File: src/hw/rtl/pbs_pkg.sv
// pbs_pkg: field widths and packed item layouts for the priority batch scheduler
// no dependencies; imported by priority_batch_scheduler_unit
package pbs_pkg;

  localparam int ID_W    = 16;
  localparam int BURST_W = 16;
  localparam int PRIO_W  = 8;
  localparam int TIME_W  = 20;
  localparam int AVG_W   = 28;
  localparam int FRAC_W  = 8;

  // one stored job, id in the lowest bits
  typedef struct packed {
    logic [PRIO_W-1:0]  prio;
    logic [BURST_W-1:0] burst;
    logic [ID_W-1:0]    id;
  } job_t;

  localparam int JOB_W = $bits(job_t);

  // one result item, job id in the lowest bits
  typedef struct packed {
    logic [AVG_W-1:0]   avg_turnaround;
    logic [AVG_W-1:0]   avg_waiting;
    logic [TIME_W-1:0]  turnaround_time;
    logic [TIME_W-1:0]  waiting_time;
    logic [BURST_W-1:0] burst_time_res;
    logic [ID_W-1:0]    job_id_res;
  } res_t;

  localparam int RES_W = $bits(res_t);

endpackage

File: src/hw/rtl/priority_batch_scheduler_unit.sv
// priority_batch_scheduler_unit: loads jobs into a sorted job memory, then emits
// them in run order with waiting/turnaround times and batch averages; uses pbs_pkg
//
//  channel | group | payload (low bit first)                          | marker
//  input   | in_   | tdata: job_id, burst_time, priority_req          | tlast: last
//  result  | out_  | tdata: job_id_res, burst_time_res, waiting_time, | tlast: end_of_batch
//          |       |   turnaround_time, avg_waiting, avg_turnaround   | tuser: overflow
//
// a job is inserted into its place in the job memory (descending priority, ties in
// arrival order) by moving the lower entries up one a cycle, then writing the job
// itself; the input is not ready meanwhile. the memory has one read port and one
// write port.
// after a job marked last the results are emitted in run order, and the averages are
// found by shift-subtract division before the final result carries them out.
// the result register frees the output side: emission waits only when it is still full.
// rst_n clears the job count and drop flag; the memory is not cleared.
module priority_batch_scheduler_unit
  import pbs_pkg::*;
#(
  parameter int MAX_JOBS = 16
) (
  input  logic             clk,
  input  logic             rst_n,
  input  logic             in_tvalid,
  output logic             in_tready,
  input  logic [JOB_W-1:0] in_tdata,   // job_id, burst_time, priority_req
  input  logic             in_tlast,   // last
  output logic             out_tvalid,
  input  logic             out_tready,
  output logic [RES_W-1:0] out_tdata,  // job_id_res, burst_time_res, waiting_time,
                                       // turnaround_time, avg_waiting, avg_turnaround
  output logic             out_tuser,  // overflow
  output logic             out_tlast   // end_of_batch
);

  localparam int CNT_W  = $clog2(MAX_JOBS + 1);
  localparam int IDX_W  = $clog2(MAX_JOBS);
  localparam int SUM_W  = BURST_W + 2 * CNT_W;
  localparam int DW     = SUM_W + FRAC_W;
  localparam int DCNT_W = $clog2(DW + 1);

  typedef enum logic [2:0] {
    S_IDLE,
    S_CMP,
    S_PUT,
    S_EMIT,
    S_DIV,
    S_FIN
  } state_t;

  // job memory, one read and one write port; a write forwards to a read of the same entry
  job_t             mem [MAX_JOBS];
  logic             rd_en;
  logic [IDX_W-1:0] rd_addr;
  job_t             rd_data_r;
  logic             wr_en;
  logic [IDX_W-1:0] wr_addr;
  job_t             wr_data;

  state_t           state_r, state_nxt;
  logic [CNT_W-1:0] count_r, count_nxt;
  logic             dropped_r, dropped_nxt;
  logic             last_r, last_nxt;
  job_t             new_r, new_nxt;
  logic [IDX_W-1:0] j_r, j_nxt;
  logic [IDX_W-1:0] k_r, k_nxt;
  logic [SUM_W-1:0] wait_r, wait_nxt;
  logic [SUM_W-1:0] tot_w_r, tot_w_nxt;
  logic [SUM_W-1:0] tot_t_r, tot_t_nxt;
  logic [DW-1:0]    dvd_w_r, dvd_w_nxt;
  logic [DW-1:0]    dvd_t_r, dvd_t_nxt;
  logic [CNT_W:0]   rem_w_r, rem_w_nxt;
  logic [CNT_W:0]   rem_t_r, rem_t_nxt;
  logic [DCNT_W-1:0] dcnt_r, dcnt_nxt;

  logic             out_valid_r, out_valid_nxt;
  res_t             out_data_r, out_data_nxt;
  logic             out_user_r, out_user_nxt;
  logic             out_last_r, out_last_nxt;

  logic             in_xfer;
  logic             out_free;
  job_t             in_job;
  logic [CNT_W-1:0] cnt_m1;
  logic [SUM_W-1:0] turn;
  logic             is_final;
  logic [CNT_W:0]   trial_w, trial_t;
  logic [CNT_W:0]   divisor;

  assign in_tready  = (state_r == S_IDLE);
  assign in_xfer    = in_tvalid && in_tready;
  assign in_job     = job_t'(in_tdata);
  assign out_free   = !out_valid_r || out_tready;
  assign cnt_m1     = count_r - 1'b1;
  assign turn       = wait_r + SUM_W'(rd_data_r.burst);
  assign is_final   = (k_r == cnt_m1[IDX_W-1:0]);
  assign divisor    = {1'b0, count_r};
  assign trial_w    = {rem_w_r[CNT_W-1:0], dvd_w_r[DW-1]};
  assign trial_t    = {rem_t_r[CNT_W-1:0], dvd_t_r[DW-1]};

  assign out_tvalid = out_valid_r;
  assign out_tdata  = out_data_r;
  assign out_tuser  = out_user_r;
  assign out_tlast  = out_last_r;

  always_comb begin
    state_nxt     = state_r;
    count_nxt     = count_r;
    dropped_nxt   = dropped_r;
    last_nxt      = last_r;
    new_nxt       = new_r;
    j_nxt         = j_r;
    k_nxt         = k_r;
    wait_nxt      = wait_r;
    tot_w_nxt     = tot_w_r;
    tot_t_nxt     = tot_t_r;
    dvd_w_nxt     = dvd_w_r;
    dvd_t_nxt     = dvd_t_r;
    rem_w_nxt     = rem_w_r;
    rem_t_nxt     = rem_t_r;
    dcnt_nxt      = dcnt_r;
    out_valid_nxt = out_valid_r && !out_tready;
    out_data_nxt  = out_data_r;
    out_user_nxt  = out_user_r;
    out_last_nxt  = out_last_r;
    rd_en         = 1'b0;
    rd_addr       = '0;
    wr_en         = 1'b0;
    wr_addr       = j_r;
    wr_data       = new_r;

    case (state_r)
      S_IDLE: begin
        if (in_xfer) begin
          new_nxt  = in_job;
          last_nxt = in_tlast;
          if (count_r < CNT_W'(MAX_JOBS)) begin
            j_nxt = count_r[IDX_W-1:0];
            if (count_r == '0) begin
              state_nxt = S_PUT;
            end else begin
              rd_en     = 1'b1;
              rd_addr   = cnt_m1[IDX_W-1:0];
              state_nxt = S_CMP;
            end
          end else begin
            dropped_nxt = 1'b1;
            if (in_tlast) begin
              rd_en     = 1'b1;
              rd_addr   = '0;
              k_nxt     = '0;
              wait_nxt  = '0;
              tot_w_nxt = '0;
              tot_t_nxt = '0;
              state_nxt = S_EMIT;
            end
          end
        end
      end

      // rd_data_r holds entry j-1: move it up while it ranks strictly lower
      S_CMP: begin
        if (rd_data_r.prio < new_r.prio) begin
          wr_en   = 1'b1;
          wr_addr = j_r;
          wr_data = rd_data_r;
          j_nxt   = j_r - 1'b1;
          if (j_r == IDX_W'(1)) begin
            state_nxt = S_PUT;
          end else begin
            rd_en   = 1'b1;
            rd_addr = j_r - IDX_W'(2);
          end
        end else begin
          state_nxt = S_PUT;
        end
      end

      S_PUT: begin
        wr_en     = 1'b1;
        wr_addr   = j_r;
        wr_data   = new_r;
        count_nxt = count_r + 1'b1;
        if (last_r) begin
          rd_en     = 1'b1;
          rd_addr   = '0;
          k_nxt     = '0;
          wait_nxt  = '0;
          tot_w_nxt = '0;
          tot_t_nxt = '0;
          state_nxt = S_EMIT;
        end else begin
          state_nxt = S_IDLE;
        end
      end

      // rd_data_r holds the job at run position k
      S_EMIT: begin
        if (is_final) begin
          tot_w_nxt = tot_w_r + wait_r;
          tot_t_nxt = tot_t_r + turn;
          dvd_w_nxt = {tot_w_nxt, FRAC_W'(0)};
          dvd_t_nxt = {tot_t_nxt, FRAC_W'(0)};
          rem_w_nxt = '0;
          rem_t_nxt = '0;
          dcnt_nxt  = DCNT_W'(DW);
          state_nxt = S_DIV;
        end else if (out_free) begin
          out_valid_nxt                = 1'b1;
          out_data_nxt.job_id_res      = rd_data_r.id;
          out_data_nxt.burst_time_res  = rd_data_r.burst;
          out_data_nxt.waiting_time    = wait_r[TIME_W-1:0];
          out_data_nxt.turnaround_time = turn[TIME_W-1:0];
          out_data_nxt.avg_waiting     = '0;
          out_data_nxt.avg_turnaround  = '0;
          out_user_nxt                 = dropped_r;
          out_last_nxt                 = 1'b0;
          tot_w_nxt = tot_w_r + wait_r;
          tot_t_nxt = tot_t_r + turn;
          wait_nxt  = turn;
          k_nxt     = k_r + 1'b1;
          rd_en     = 1'b1;
          rd_addr   = k_r + 1'b1;
        end
      end

      // restoring division, one quotient bit per cycle for both averages
      S_DIV: begin
        if (trial_w >= divisor) begin
          rem_w_nxt = trial_w - divisor;
          dvd_w_nxt = {dvd_w_r[DW-2:0], 1'b1};
        end else begin
          rem_w_nxt = trial_w;
          dvd_w_nxt = {dvd_w_r[DW-2:0], 1'b0};
        end
        if (trial_t >= divisor) begin
          rem_t_nxt = trial_t - divisor;
          dvd_t_nxt = {dvd_t_r[DW-2:0], 1'b1};
        end else begin
          rem_t_nxt = trial_t;
          dvd_t_nxt = {dvd_t_r[DW-2:0], 1'b0};
        end
        dcnt_nxt = dcnt_r - 1'b1;
        if (dcnt_r == DCNT_W'(1)) begin
          state_nxt = S_FIN;
        end
      end

      S_FIN: begin
        if (out_free) begin
          out_valid_nxt                = 1'b1;
          out_data_nxt.job_id_res      = rd_data_r.id;
          out_data_nxt.burst_time_res  = rd_data_r.burst;
          out_data_nxt.waiting_time    = wait_r[TIME_W-1:0];
          out_data_nxt.turnaround_time = turn[TIME_W-1:0];
          out_data_nxt.avg_waiting     = dvd_w_r[AVG_W-1:0];
          out_data_nxt.avg_turnaround  = dvd_t_r[AVG_W-1:0];
          out_user_nxt                 = dropped_r;
          out_last_nxt                 = 1'b1;
          count_nxt   = '0;
          dropped_nxt = 1'b0;
          state_nxt   = S_IDLE;
        end
      end

      default: begin
        state_nxt = S_IDLE;
      end
    endcase
  end

  always_ff @(posedge clk) begin
    if (wr_en) begin
      mem[wr_addr] <= wr_data;
    end
    if (rd_en) begin
      if (wr_en && (wr_addr == rd_addr)) begin
        rd_data_r <= wr_data;
      end else begin
        rd_data_r <= mem[rd_addr];
      end
    end
  end

  always_ff @(posedge clk) begin
    if (!rst_n) begin
      state_r     <= S_IDLE;
      count_r     <= '0;
      dropped_r   <= 1'b0;
      out_valid_r <= 1'b0;
    end else begin
      state_r     <= state_nxt;
      count_r     <= count_nxt;
      dropped_r   <= dropped_nxt;
      out_valid_r <= out_valid_nxt;
    end
    last_r     <= last_nxt;
    new_r      <= new_nxt;
    j_r        <= j_nxt;
    k_r        <= k_nxt;
    wait_r     <= wait_nxt;
    tot_w_r    <= tot_w_nxt;
    tot_t_r    <= tot_t_nxt;
    dvd_w_r    <= dvd_w_nxt;
    dvd_t_r    <= dvd_t_nxt;
    rem_w_r    <= rem_w_nxt;
    rem_t_r    <= rem_t_nxt;
    dcnt_r     <= dcnt_nxt;
    out_data_r <= out_data_nxt;
    out_user_r <= out_user_nxt;
    out_last_r <= out_last_nxt;
  end

endmodule

File: config.mk
export PLATFORM = sky130hd
export DESIGN_NAME = priority_batch_scheduler_unit
export DESIGN_NICKNAME = d
export VERILOG_FILES = /design/src/hw/rtl/pbs_pkg.sv /design/src/hw/rtl/priority_batch_scheduler_unit.sv
export SDC_FILE = /design/constraint.sdc
export NUM_CORES = 1
export LEC_CHECK = 0
export BUFFER_PORTS_ARGS = -buffer_cell sky130_fd_sc_hd__buf_4
export CORE_MARGIN = 8
export CORE_UTILIZATION = 30
export DETAILED_ROUTE_END_ITERATION = 10
export PLACE_DENSITY_LB_ADDON = 0.08
export SYNTH_ARGS = -nofsm -noshare
export SYNTH_HDL_FRONTEND = slang
export SYNTH_SLANG_ARGS = --single-unit
File: constraint.sdc
create_clock -name clk -period 11 [get_ports clk]
set_clock_uncertainty 0.05 [all_clocks]
set_input_delay 2.2 -clock clk [delete_from_list [all_inputs] [get_ports clk]]
set_output_delay 2.2 -clock clk [all_outputs]
set_load 0.05 [all_outputs]
==> impl_metrics.xml, run 1 <==
<?xml version="1.0" encoding="UTF-8"?>
<metrics>
  <group name="job">
    <metric name="max_cap_viol_count" unit="">0</metric>
  </group>
  <group name="die">
    <metric name="die_width" unit="um">396.3</metric>
    <metric name="die-height" unit="um">396.3</metric>
    <metric name="floorplan.io_pins" unit="">177</metric>
    <metric name="start_util" unit="%">30.20</metric>
    <metric name="fp.coreArea" unit="mm2">0.1437</metric>
    <metric name="row_count" unit="">139</metric>
    <metric name="fp.dieArea" unit="mm2">0.1570</metric>
  </group>
  <group name="synth">
    <metric name="ys_top_cells_by_area" unit="">edfxtp_1 (71%), nand2_1 (4.7%), mux2i_1 (2.8%)</metric>
    <metric name="synth-edff-count" unit="">1021</metric>
    <metric name="ys_seq_elements" unit="">1031</metric>
    <metric name="postSynthAreaPerCell" unit="um2">13.82</metric>
    <metric name="mappedNetlistArea" unit="mm2">0.04338</metric>
    <metric name="synth_top_area_share" unit="%">70.67</metric>
    <metric name="synthArstFlopShare" unit="%">0</metric>
    <metric name="ys_types" unit="">76</metric>
    <metric name="nets_in_the_synthesized_netlist" unit="">3286</metric>
    <metric name="synth_flop_cell" unit="">edfxtp_1</metric>
    <metric name="share_of_synthesized_area_occupied_by_flip_flops_and_latches" unit="%">71.14</metric>
    <metric name="yosysWarnings" unit="">0</metric>
    <metric name="netlist.top_cell.by_area" unit="">edfxtp_1</metric>
    <metric name="cell_count_after_synthesis" unit="">3140</metric>
  </group>
  <group name="clock_network">
    <metric name="cts_post_setup_buffers_inserted" unit="">0</metric>
    <metric name="clkSlewWorstSetupHoldPaths" unit="ps">60</metric>
    <metric name="worstSkewPairLatency" unit="ps">730</metric>
    <metric name="number_of_buffers_on_the_longest_clock_path" unit="">3</metric>
    <metric name="ctsRootBufferMaster" unit="">clkbuf_16</metric>
    <metric name="tritoncts" unit="">done</metric>
    <metric name="ctsResizeCount" unit="">0</metric>
    <metric name="clock_sinks" unit="">1031</metric>
    <metric name="cts_hold_buf" unit="">0</metric>
    <metric name="htree_num_levels" unit="">3</metric>
    <metric name="cts-buffers-inserted" unit="">115</metric>
  </group>
  <group name="finish">
    <metric name="design.final.nets" unit="">3476</metric>
    <metric name="synthToLayoutAreaGrowth" unit="%">17.17</metric>
    <metric name="diodes" unit="">0</metric>
    <metric name="layout_commonest_cell" unit="">edfxtp_1</metric>
    <metric name="final_cell_mix" unit="">edfxtp_1 (1,021), nand2_1 (538), buf_4 (215)</metric>
    <metric name="area_of_all_sequential_standard_cells" unit="mm2">0.03086</metric>
    <metric name="post_route_cells_drive_above_1_share" unit="%">13.99</metric>
    <metric name="fillCellCount" unit="">13830</metric>
    <metric name="multiInputGateArea" unit="mm2">0.01195</metric>
  </group>
  <group name="detailed_routing">
    <metric name="detail_route.vias_per_cell" unit="">4.908</metric>
    <metric name="drtAntennaViolNets" unit="">0</metric>
    <metric name="detailroute.via_count" unit="">26190</metric>
    <metric name="drt_first_pass_iters" unit="">5</metric>
    <metric name="drt_drc_violations_left" unit="">0</metric>
    <metric name="wire_per_inst" unit="um">23.55</metric>
    <metric name="drt_iter0_markers" unit="">1607</metric>
    <metric name="drt_wirelength" unit="mm">125.6</metric>
  </group>
  <group name="timing">
    <metric name="setup_repair_after_global_routing_missed_its_margin" unit="">false</metric>
    <metric name="timing.final.max_slew_violations" unit="">0</metric>
    <metric name="final_hold_viols" unit="">0</metric>
    <metric name="tns" unit="ps">0</metric>
    <metric name="period_share" unit="%">52.73</metric>
    <metric name="maximum_clock_frequency" unit="MHz">172.4</metric>
    <metric name="setup-violations-final" unit="">0</metric>
    <metric name="tightest_slew" unit="ps">1166</metric>
    <metric name="slew_headroom" unit="%">22.11</metric>
    <metric name="minimum_period_implied_by_the_final_worst_setup_slack" unit="ps">5801</metric>
  </group>
  <group name="worst_setup_path">
    <metric name="cp_data_arrival_time" unit="ps">6310</metric>
    <metric name="stages_on_the_worst_setup_path" unit="">12</metric>
    <metric name="cp-end-kind" unit="">flop</metric>
    <metric name="cp_slowest_stage_delay" unit="ps">1010</metric>
    <metric name="critPathMostFrequentCell" unit="">buf_4</metric>
    <metric name="worst-path-buf-inv" unit="">3</metric>
    <metric name="crit_fanout" unit="">45</metric>
    <metric name="setup.worst_path.class" unit="">in2reg</metric>
    <metric name="critPathLaunchType" unit="">input port</metric>
    <metric name="crit_path_cell_trace" unit="">buf_4 -&gt; nor4b_4 -&gt; nand3_1 -&gt; nor2_1 -&gt; a31oi_2 -&gt; o21ai_4 -&gt; buf_4 -&gt; buf_4 -&gt; nand3_4 -&gt; a21oi_1 -&gt; nor3_1 -&gt; nand3_1</metric>
    <metric name="crit_family" unit="">simple AND/OR/NAND/NOR gates</metric>
    <metric name="timing.reg2reg.worst_path_depth" unit="">13</metric>
    <metric name="cp_data_required_time" unit="ps">11510</metric>
    <metric name="critical_path.slowest_cell" unit="">nand3_4</metric>
  </group>
  <group name="global_route">
    <metric name="grt_overflow_total" unit="">0</metric>
    <metric name="grt.total_usage" unit="%">15.54</metric>
    <metric name="antenna_violations_before_repair" unit="">5</metric>
    <metric name="grt_pass1_wl" unit="mm">182.2</metric>
    <metric name="first_global_vias" unit="">26340</metric>
    <metric name="maximum_number_of_pins_on_one_net_before_global_route_repair" unit="">169</metric>
  </group>
  <group name="status">
    <metric name="result_of_the_run" unit="">finished clean</metric>
  </group>
  <group name="place">
    <metric name="routabilityCongestion" unit="">0.7689</metric>
    <metric name="detailed_placement_hpwl" unit="mm">69.31</metric>
    <metric name="placement.io_buffers" unit="">176</metric>
  </group>
  <group name="power">
    <metric name="power.total" unit="mW">14.18</metric>
    <metric name="vdd.ir_drop.worst" unit="V">0.0001692</metric>
    <metric name="power_density" unit="mW/mm2">279.0</metric>
    <metric name="leakagePower" unit="nW">17.48</metric>
  </group>
  <group name="min_path">
    <metric name="timing.hold.worst_path_depth" unit="">0</metric>
    <metric name="holdCritPathClass" unit="">reg2reg</metric>
  </group>
</metrics>
==> cell type report <==
class | count | area share [%]
multi-input combinational | 1916 | 23.52
sequential | 1031 | 60.71
inverter | 50 | 0.3692
tap | 1903 | 4.684
clock buffer | 138 | 5.832
clock inverter | 81 | 1.669
timing repair buffer | 216 | 3.215
==> worst reg2reg max path, stage by stage (launching register included) <==
cell and delay (ps):
edfxtp_1 450, ha_1 370, nand4_1 200, nor2_1 80, a211oi_2 590, o311ai_2 210, buf_4 250, o21ai_4 130
buf_4 630, buf_4 980, nand3_4 1030, a21oi_1 430, nor3_1 80, nand3_1 80
==> power by group <==
part / switching [mW] / internal [mW]
logic: 3.25 / 1.44
clock network: 1.61 / 2.28
registers: 0.306 / 5.30
total: 5.17 / 9.02
==> per-layer routing <==
| layer | vias to the layer above | part of all wire [%] | global-route usage [%] |
|---|---|---|---|
| met3 | 163 | 4.4 | 2.468 |
| met5 | - | 0 | 0 |
| met2 | 566 | 48 | 26.30 |
| met4 | 0 | 2.2 | 4.156 |
| li1 | 12120 | - | - |
| met1 | 13340 | 46 | 20.79 |
==> per-stage QoR <==
step	cell area [um2]	util (%)	std cells	hold WS, ps	worst slack (ps)
finish	50830	35.38	5335	413.5	5199
global route	50830	35.38	5335	440.9	4851
CTS	50830	35.38	5335	418.6	5135
detailed placement	47020	32.73	5116	404.7	4409
global placement	47020	32.73	5116	399.8	4499
floorplan	43380	-	3140	358.8	2677
==> state kept, by name (all words and copies together) (netlist names), 3 cells and up <==
signal / count
dvd_w_r: 34
tot_t_r: 26
rem_w_r: 5
rd_data_r: 40
dvd_t_r: 34
wait_r: 26
count_r: 5
rem_t_r: 5
mem: 640
dcnt_r: 6
state_r: 3
new_r: 40
out_tdata: 128
j_r: 4
tot_w_r: 26
k_r: 4
==> synthesized netlist by cell type (15+ instances only) <==
cell         n
nand4_1     52
mux2i_1    121
nand2b_1    15
nor2_1     140
a32oi_1     40
nand2_1    539
o21ai_0     85
clkbuf_1    71
xor2_1      35
a21oi_1    145
a21o_1      42
mux2_2      40
and3_1      21
nand3_1    146
ha_1        96
and2_1      94
nor3_1      72
o22ai_1     41
xnor2_1     51
buf_4       17
inv_1       50
buf_2       43
edfxtp_1  1021
==> kinds of logic (layout without fill, tap and decap cells) <==
| group | count (synthesis) | count (layout) | synth area share [%] |
|---|---|---|---|
| compound gates | 446 | 446 | 6.475 |
| buf+inv | 193 | 485 | 1.941 |
| flops | 1031 | 1031 | 71.14 |
| mux | 161 | 161 | 3.830 |
| fa+ha+maj | 101 | 101 | 3.000 |
| simple gates | 1119 | 1119 | 11.76 |
| xor+xnor | 89 | 89 | 1.863 |
==> final timing paths <==
check,startpoint,to,slack [ps]
setup / recovery,in_tvalid,rd_data_r[23],5200
hold / removal,dropped_r,out_tuser,410
setup reg to reg,rd_data_r[39],rd_data_r[23],5270
hold reg to reg,dropped_r,out_tuser,410
Power figures use the tool's default switching activity.
==> inputs of run 2 (changes only) <==
==> constraint.sdc (replaced) <==
create_clock -name clk -period 6 [get_ports clk]
set_clock_uncertainty 0.05 [all_clocks]
set_input_delay 1.2 -clock clk [delete_from_list [all_inputs] [get_ports clk]]
set_output_delay 1.2 -clock clk [all_outputs]
set_load 0.05 [all_outputs]
==> impl_metrics.xml, run 2 (synthesis gave the netlist of run 1 again) <==
<?xml version="1.0" encoding="UTF-8"?>
<metrics>
  <group name="status">
    <metric name="result_of_the_run" unit="">finished clean</metric>
  </group>
  <group name="global_route">
    <metric name="grt_pass1_wl" unit="mm">183.7</metric>
    <metric name="antenna_violations_before_repair" unit="">6</metric>
    <metric name="grt.total_usage" unit="%">15.64</metric>
    <metric name="maximum_number_of_pins_on_one_net_before_global_route_repair" unit="">171</metric>
    <metric name="grt_overflow_total" unit="">0</metric>
    <metric name="first_global_vias" unit="">26740</metric>
  </group>
  <group name="power">
    <metric name="power.total" unit="mW">26.12</metric>
    <metric name="vdd.ir_drop.worst" unit="V">0.0003019</metric>
    <metric name="p_clk_share" unit="%">27.4</metric>
    <metric name="power_density" unit="mW/mm2">511.8</metric>
    <metric name="leakagePower" unit="nW">17.57</metric>
    <metric name="internal_power" unit="mW">16.60</metric>
    <metric name="switchingPower" unit="mW">9.517</metric>
    <metric name="power.share.switching" unit="%">36.44</metric>
    <metric name="pwr-share-comb" unit="%">33.5</metric>
    <metric name="seqPwrFrac" unit="%">39.1</metric>
  </group>
  <group name="die">
    <metric name="fp.dieArea" unit="mm2">0.1570</metric>
    <metric name="die_width" unit="um">396.3</metric>
    <metric name="row_count" unit="">139</metric>
    <metric name="die-height" unit="um">396.3</metric>
    <metric name="floorplan.io_pins" unit="">177</metric>
    <metric name="start_util" unit="%">30.20</metric>
    <metric name="fp.coreArea" unit="mm2">0.1437</metric>
  </group>
  <group name="worst_setup_path">
    <metric name="cp_data_arrival_time" unit="ps">5460</metric>
    <metric name="critical_path.slowest_cell" unit="">o21ai_0</metric>
    <metric name="cp_data_required_time" unit="ps">6370</metric>
    <metric name="critPathLaunchType" unit="">flop</metric>
    <metric name="timing.critical_path.from" unit="">rd_data_r[16]</metric>
    <metric name="crit_path_cell_trace" unit="">ha_1 -&gt; fa_1 -&gt; a21o_1 -&gt; a21oi_1 -&gt; o21ai_0 -&gt; nand3_1 -&gt; a311oi_1 -&gt; o21ai_0 -&gt; nor2_1 -&gt; xor2_1 -&gt; ha_1 -&gt; nand4_1 -&gt; or2_2 -&gt; o22ai_1 -&gt; o31a_1 -&gt; xnor2_1 -&gt; o21ai_0</metric>
    <metric name="crit_fanout" unit="">8</metric>
    <metric name="crit_family" unit="">compound AO/OA/AOI/OAI gates</metric>
    <metric name="critPathMostFrequentCell" unit="">o21ai_0</metric>
    <metric name="cp_slowest_stage_delay" unit="ps">510</metric>
    <metric name="setup.worst_path.class" unit="">reg2reg</metric>
    <metric name="worstReg2RegStart" unit="">rd_data_r[16]</metric>
    <metric name="worst-path-buf-inv" unit="">0</metric>
    <metric name="cp-end-kind" unit="">flop</metric>
  </group>
  <group name="detailed_routing">
    <metric name="wire_per_inst" unit="um">23.63</metric>
    <metric name="drt_first_pass_iters" unit="">7</metric>
    <metric name="drtAntennaViolNets" unit="">0</metric>
    <metric name="detailroute.via_count" unit="">26420</metric>
    <metric name="detail_route.vias_per_cell" unit="">4.940</metric>
    <metric name="drt_wirelength" unit="mm">126.4</metric>
    <metric name="drt_drc_violations_left" unit="">0</metric>
    <metric name="drt_iter0_markers" unit="">2014</metric>
  </group>
  <group name="finish">
    <metric name="layout_commonest_cell" unit="">edfxtp_1</metric>
    <metric name="post_route_cells_drive_above_1_share" unit="%">14.26</metric>
    <metric name="design.final.nets" unit="">3492</metric>
    <metric name="layoutNonFillerInstCount" unit="">5348</metric>
    <metric name="synthToLayoutAreaGrowth" unit="%">17.63</metric>
    <metric name="multiInputGateArea" unit="mm2">0.01193</metric>
    <metric name="area_of_all_sequential_standard_cells" unit="mm2">0.03086</metric>
    <metric name="flip_flop_count_of_the_largest_register_all_copies_and_words_added" unit="">640</metric>
    <metric name="final_cell_mix" unit="">edfxtp_1 (1,021), nand2_1 (538), buf_4 (223)</metric>
    <metric name="fillCellCount" unit="">13830</metric>
    <metric name="top_register" unit="">mem</metric>
  </group>
  <group name="timing">
    <metric name="tightest_slew" unit="ps">1098</metric>
    <metric name="setup-violations-final" unit="">0</metric>
    <metric name="period_share" unit="%">84.67</metric>
    <metric name="slew_headroom" unit="%">26.79</metric>
    <metric name="finalHoldWorstSlack" unit="ps">395.2</metric>
    <metric name="timing.final.max_slew_violations" unit="">0</metric>
    <metric name="maximum_clock_frequency" unit="MHz">196.8</metric>
    <metric name="setup_repair_after_global_routing_missed_its_margin" unit="">false</metric>
    <metric name="final_hold_viols" unit="">0</metric>
    <metric name="tns" unit="ps">0</metric>
    <metric name="minimum_period_implied_by_the_final_worst_setup_slack" unit="ps">5080</metric>
  </group>
  <group name="clock_network">
    <metric name="worstSkewPairLatency" unit="ps">730</metric>
    <metric name="clkSlewWorstSetupHoldPaths" unit="ps">60</metric>
    <metric name="cts-buffers-inserted" unit="">116</metric>
    <metric name="cts_hold_buf" unit="">0</metric>
    <metric name="ctsRootBufferMaster" unit="">clkbuf_16</metric>
    <metric name="number_of_buffers_on_the_longest_clock_path" unit="">3</metric>
    <metric name="htree_num_levels" unit="">3</metric>
    <metric name="ctsResizeCount" unit="">0</metric>
    <metric name="cts_post_setup_buffers_inserted" unit="">0</metric>
    <metric name="tritoncts" unit="">done</metric>
    <metric name="clock_sinks" unit="">1031</metric>
  </group>
  <group name="job">
    <metric name="max_cap_viol_count" unit="">0</metric>
  </group>
  <group name="place">
    <metric name="routabilityCongestion" unit="">0.8240</metric>
    <metric name="placement.io_buffers" unit="">176</metric>
    <metric name="dp.cells" unit="">5131</metric>
    <metric name="detailed_placement_hpwl" unit="mm">73.28</metric>
  </group>
  <group name="min_path">
    <metric name="min_from" unit="">rd_data_r[4]</metric>
    <metric name="holdCritPathClass" unit="">reg2reg</metric>
  </group>
</metrics>
-- run 2: area by class of cell --
class	count	share of cell area, %
diodes	1	0.004904
clock buffers	131	5.840
clock inverters	85	1.675
inverters	50	0.3678
multi-input cells	1916	23.38
flip-flops and latches	1031	60.47
well taps	1903	4.666
repair buffers	231	3.594
-- run 2: path summary, 6_finish.rpt --
| kind | cells past startpoint | slack, ps | to |
|---|---|---|---|
| setup / recovery | 17 | 920 | dvd_t_r[32] |
| setup reg to reg | 17 | 920 | dvd_t_r[32] |
| hold reg to reg | 0 | 400 | out_tdata[4] |
| hold / removal | 0 | 400 | out_tdata[4] |
-- run 2: worst register-to-register path: cells and delay by family (launching register included) --
kind | cells | cell delay, ps
simple gates | 4 | 810
fa+ha+maj | 3 | 1140
xor+xnor | 2 | 350
flops | 1 | 420
compound gates | 8 | 1990
-- run 2: metrics by stage --
stage / setup slack [ps] / utilization, % / area [um2]
6_report: 919.6 / 35.52 / 51030
5_1_grt: 512.1 / 35.52 / 51030
4_1_cts: 903.4 / 35.52 / 51030
3_5_place_dp: 943.0 / 32.85 / 47190
3_3_place_gp: 1153 / 32.85 / 47190
2_1_floorplan: 193.3 / - / 43380
-- run 2: routing by layer --
layer	GRT usage, %	part of all wire, %	wire [um]
met1	21.07	45	57440
met2	25.90	47	59800
met3	2.517	4.4	5595
met4	4.988	2.8	3525
met5	0	0	0
-- run 2: power groups by stage --
stage	clock (mW)	combinational, mW	sequential [mW]
3_3_place_gp	0	8.77	10.4
6_report	7.16	8.75	10.2
2_1_floorplan	0	5.58	10.3
4_1_cts	7.37	8.88	10.2
3_5_place_dp	0	8.83	10.4
5_1_grt	7.65	9.62	10.3
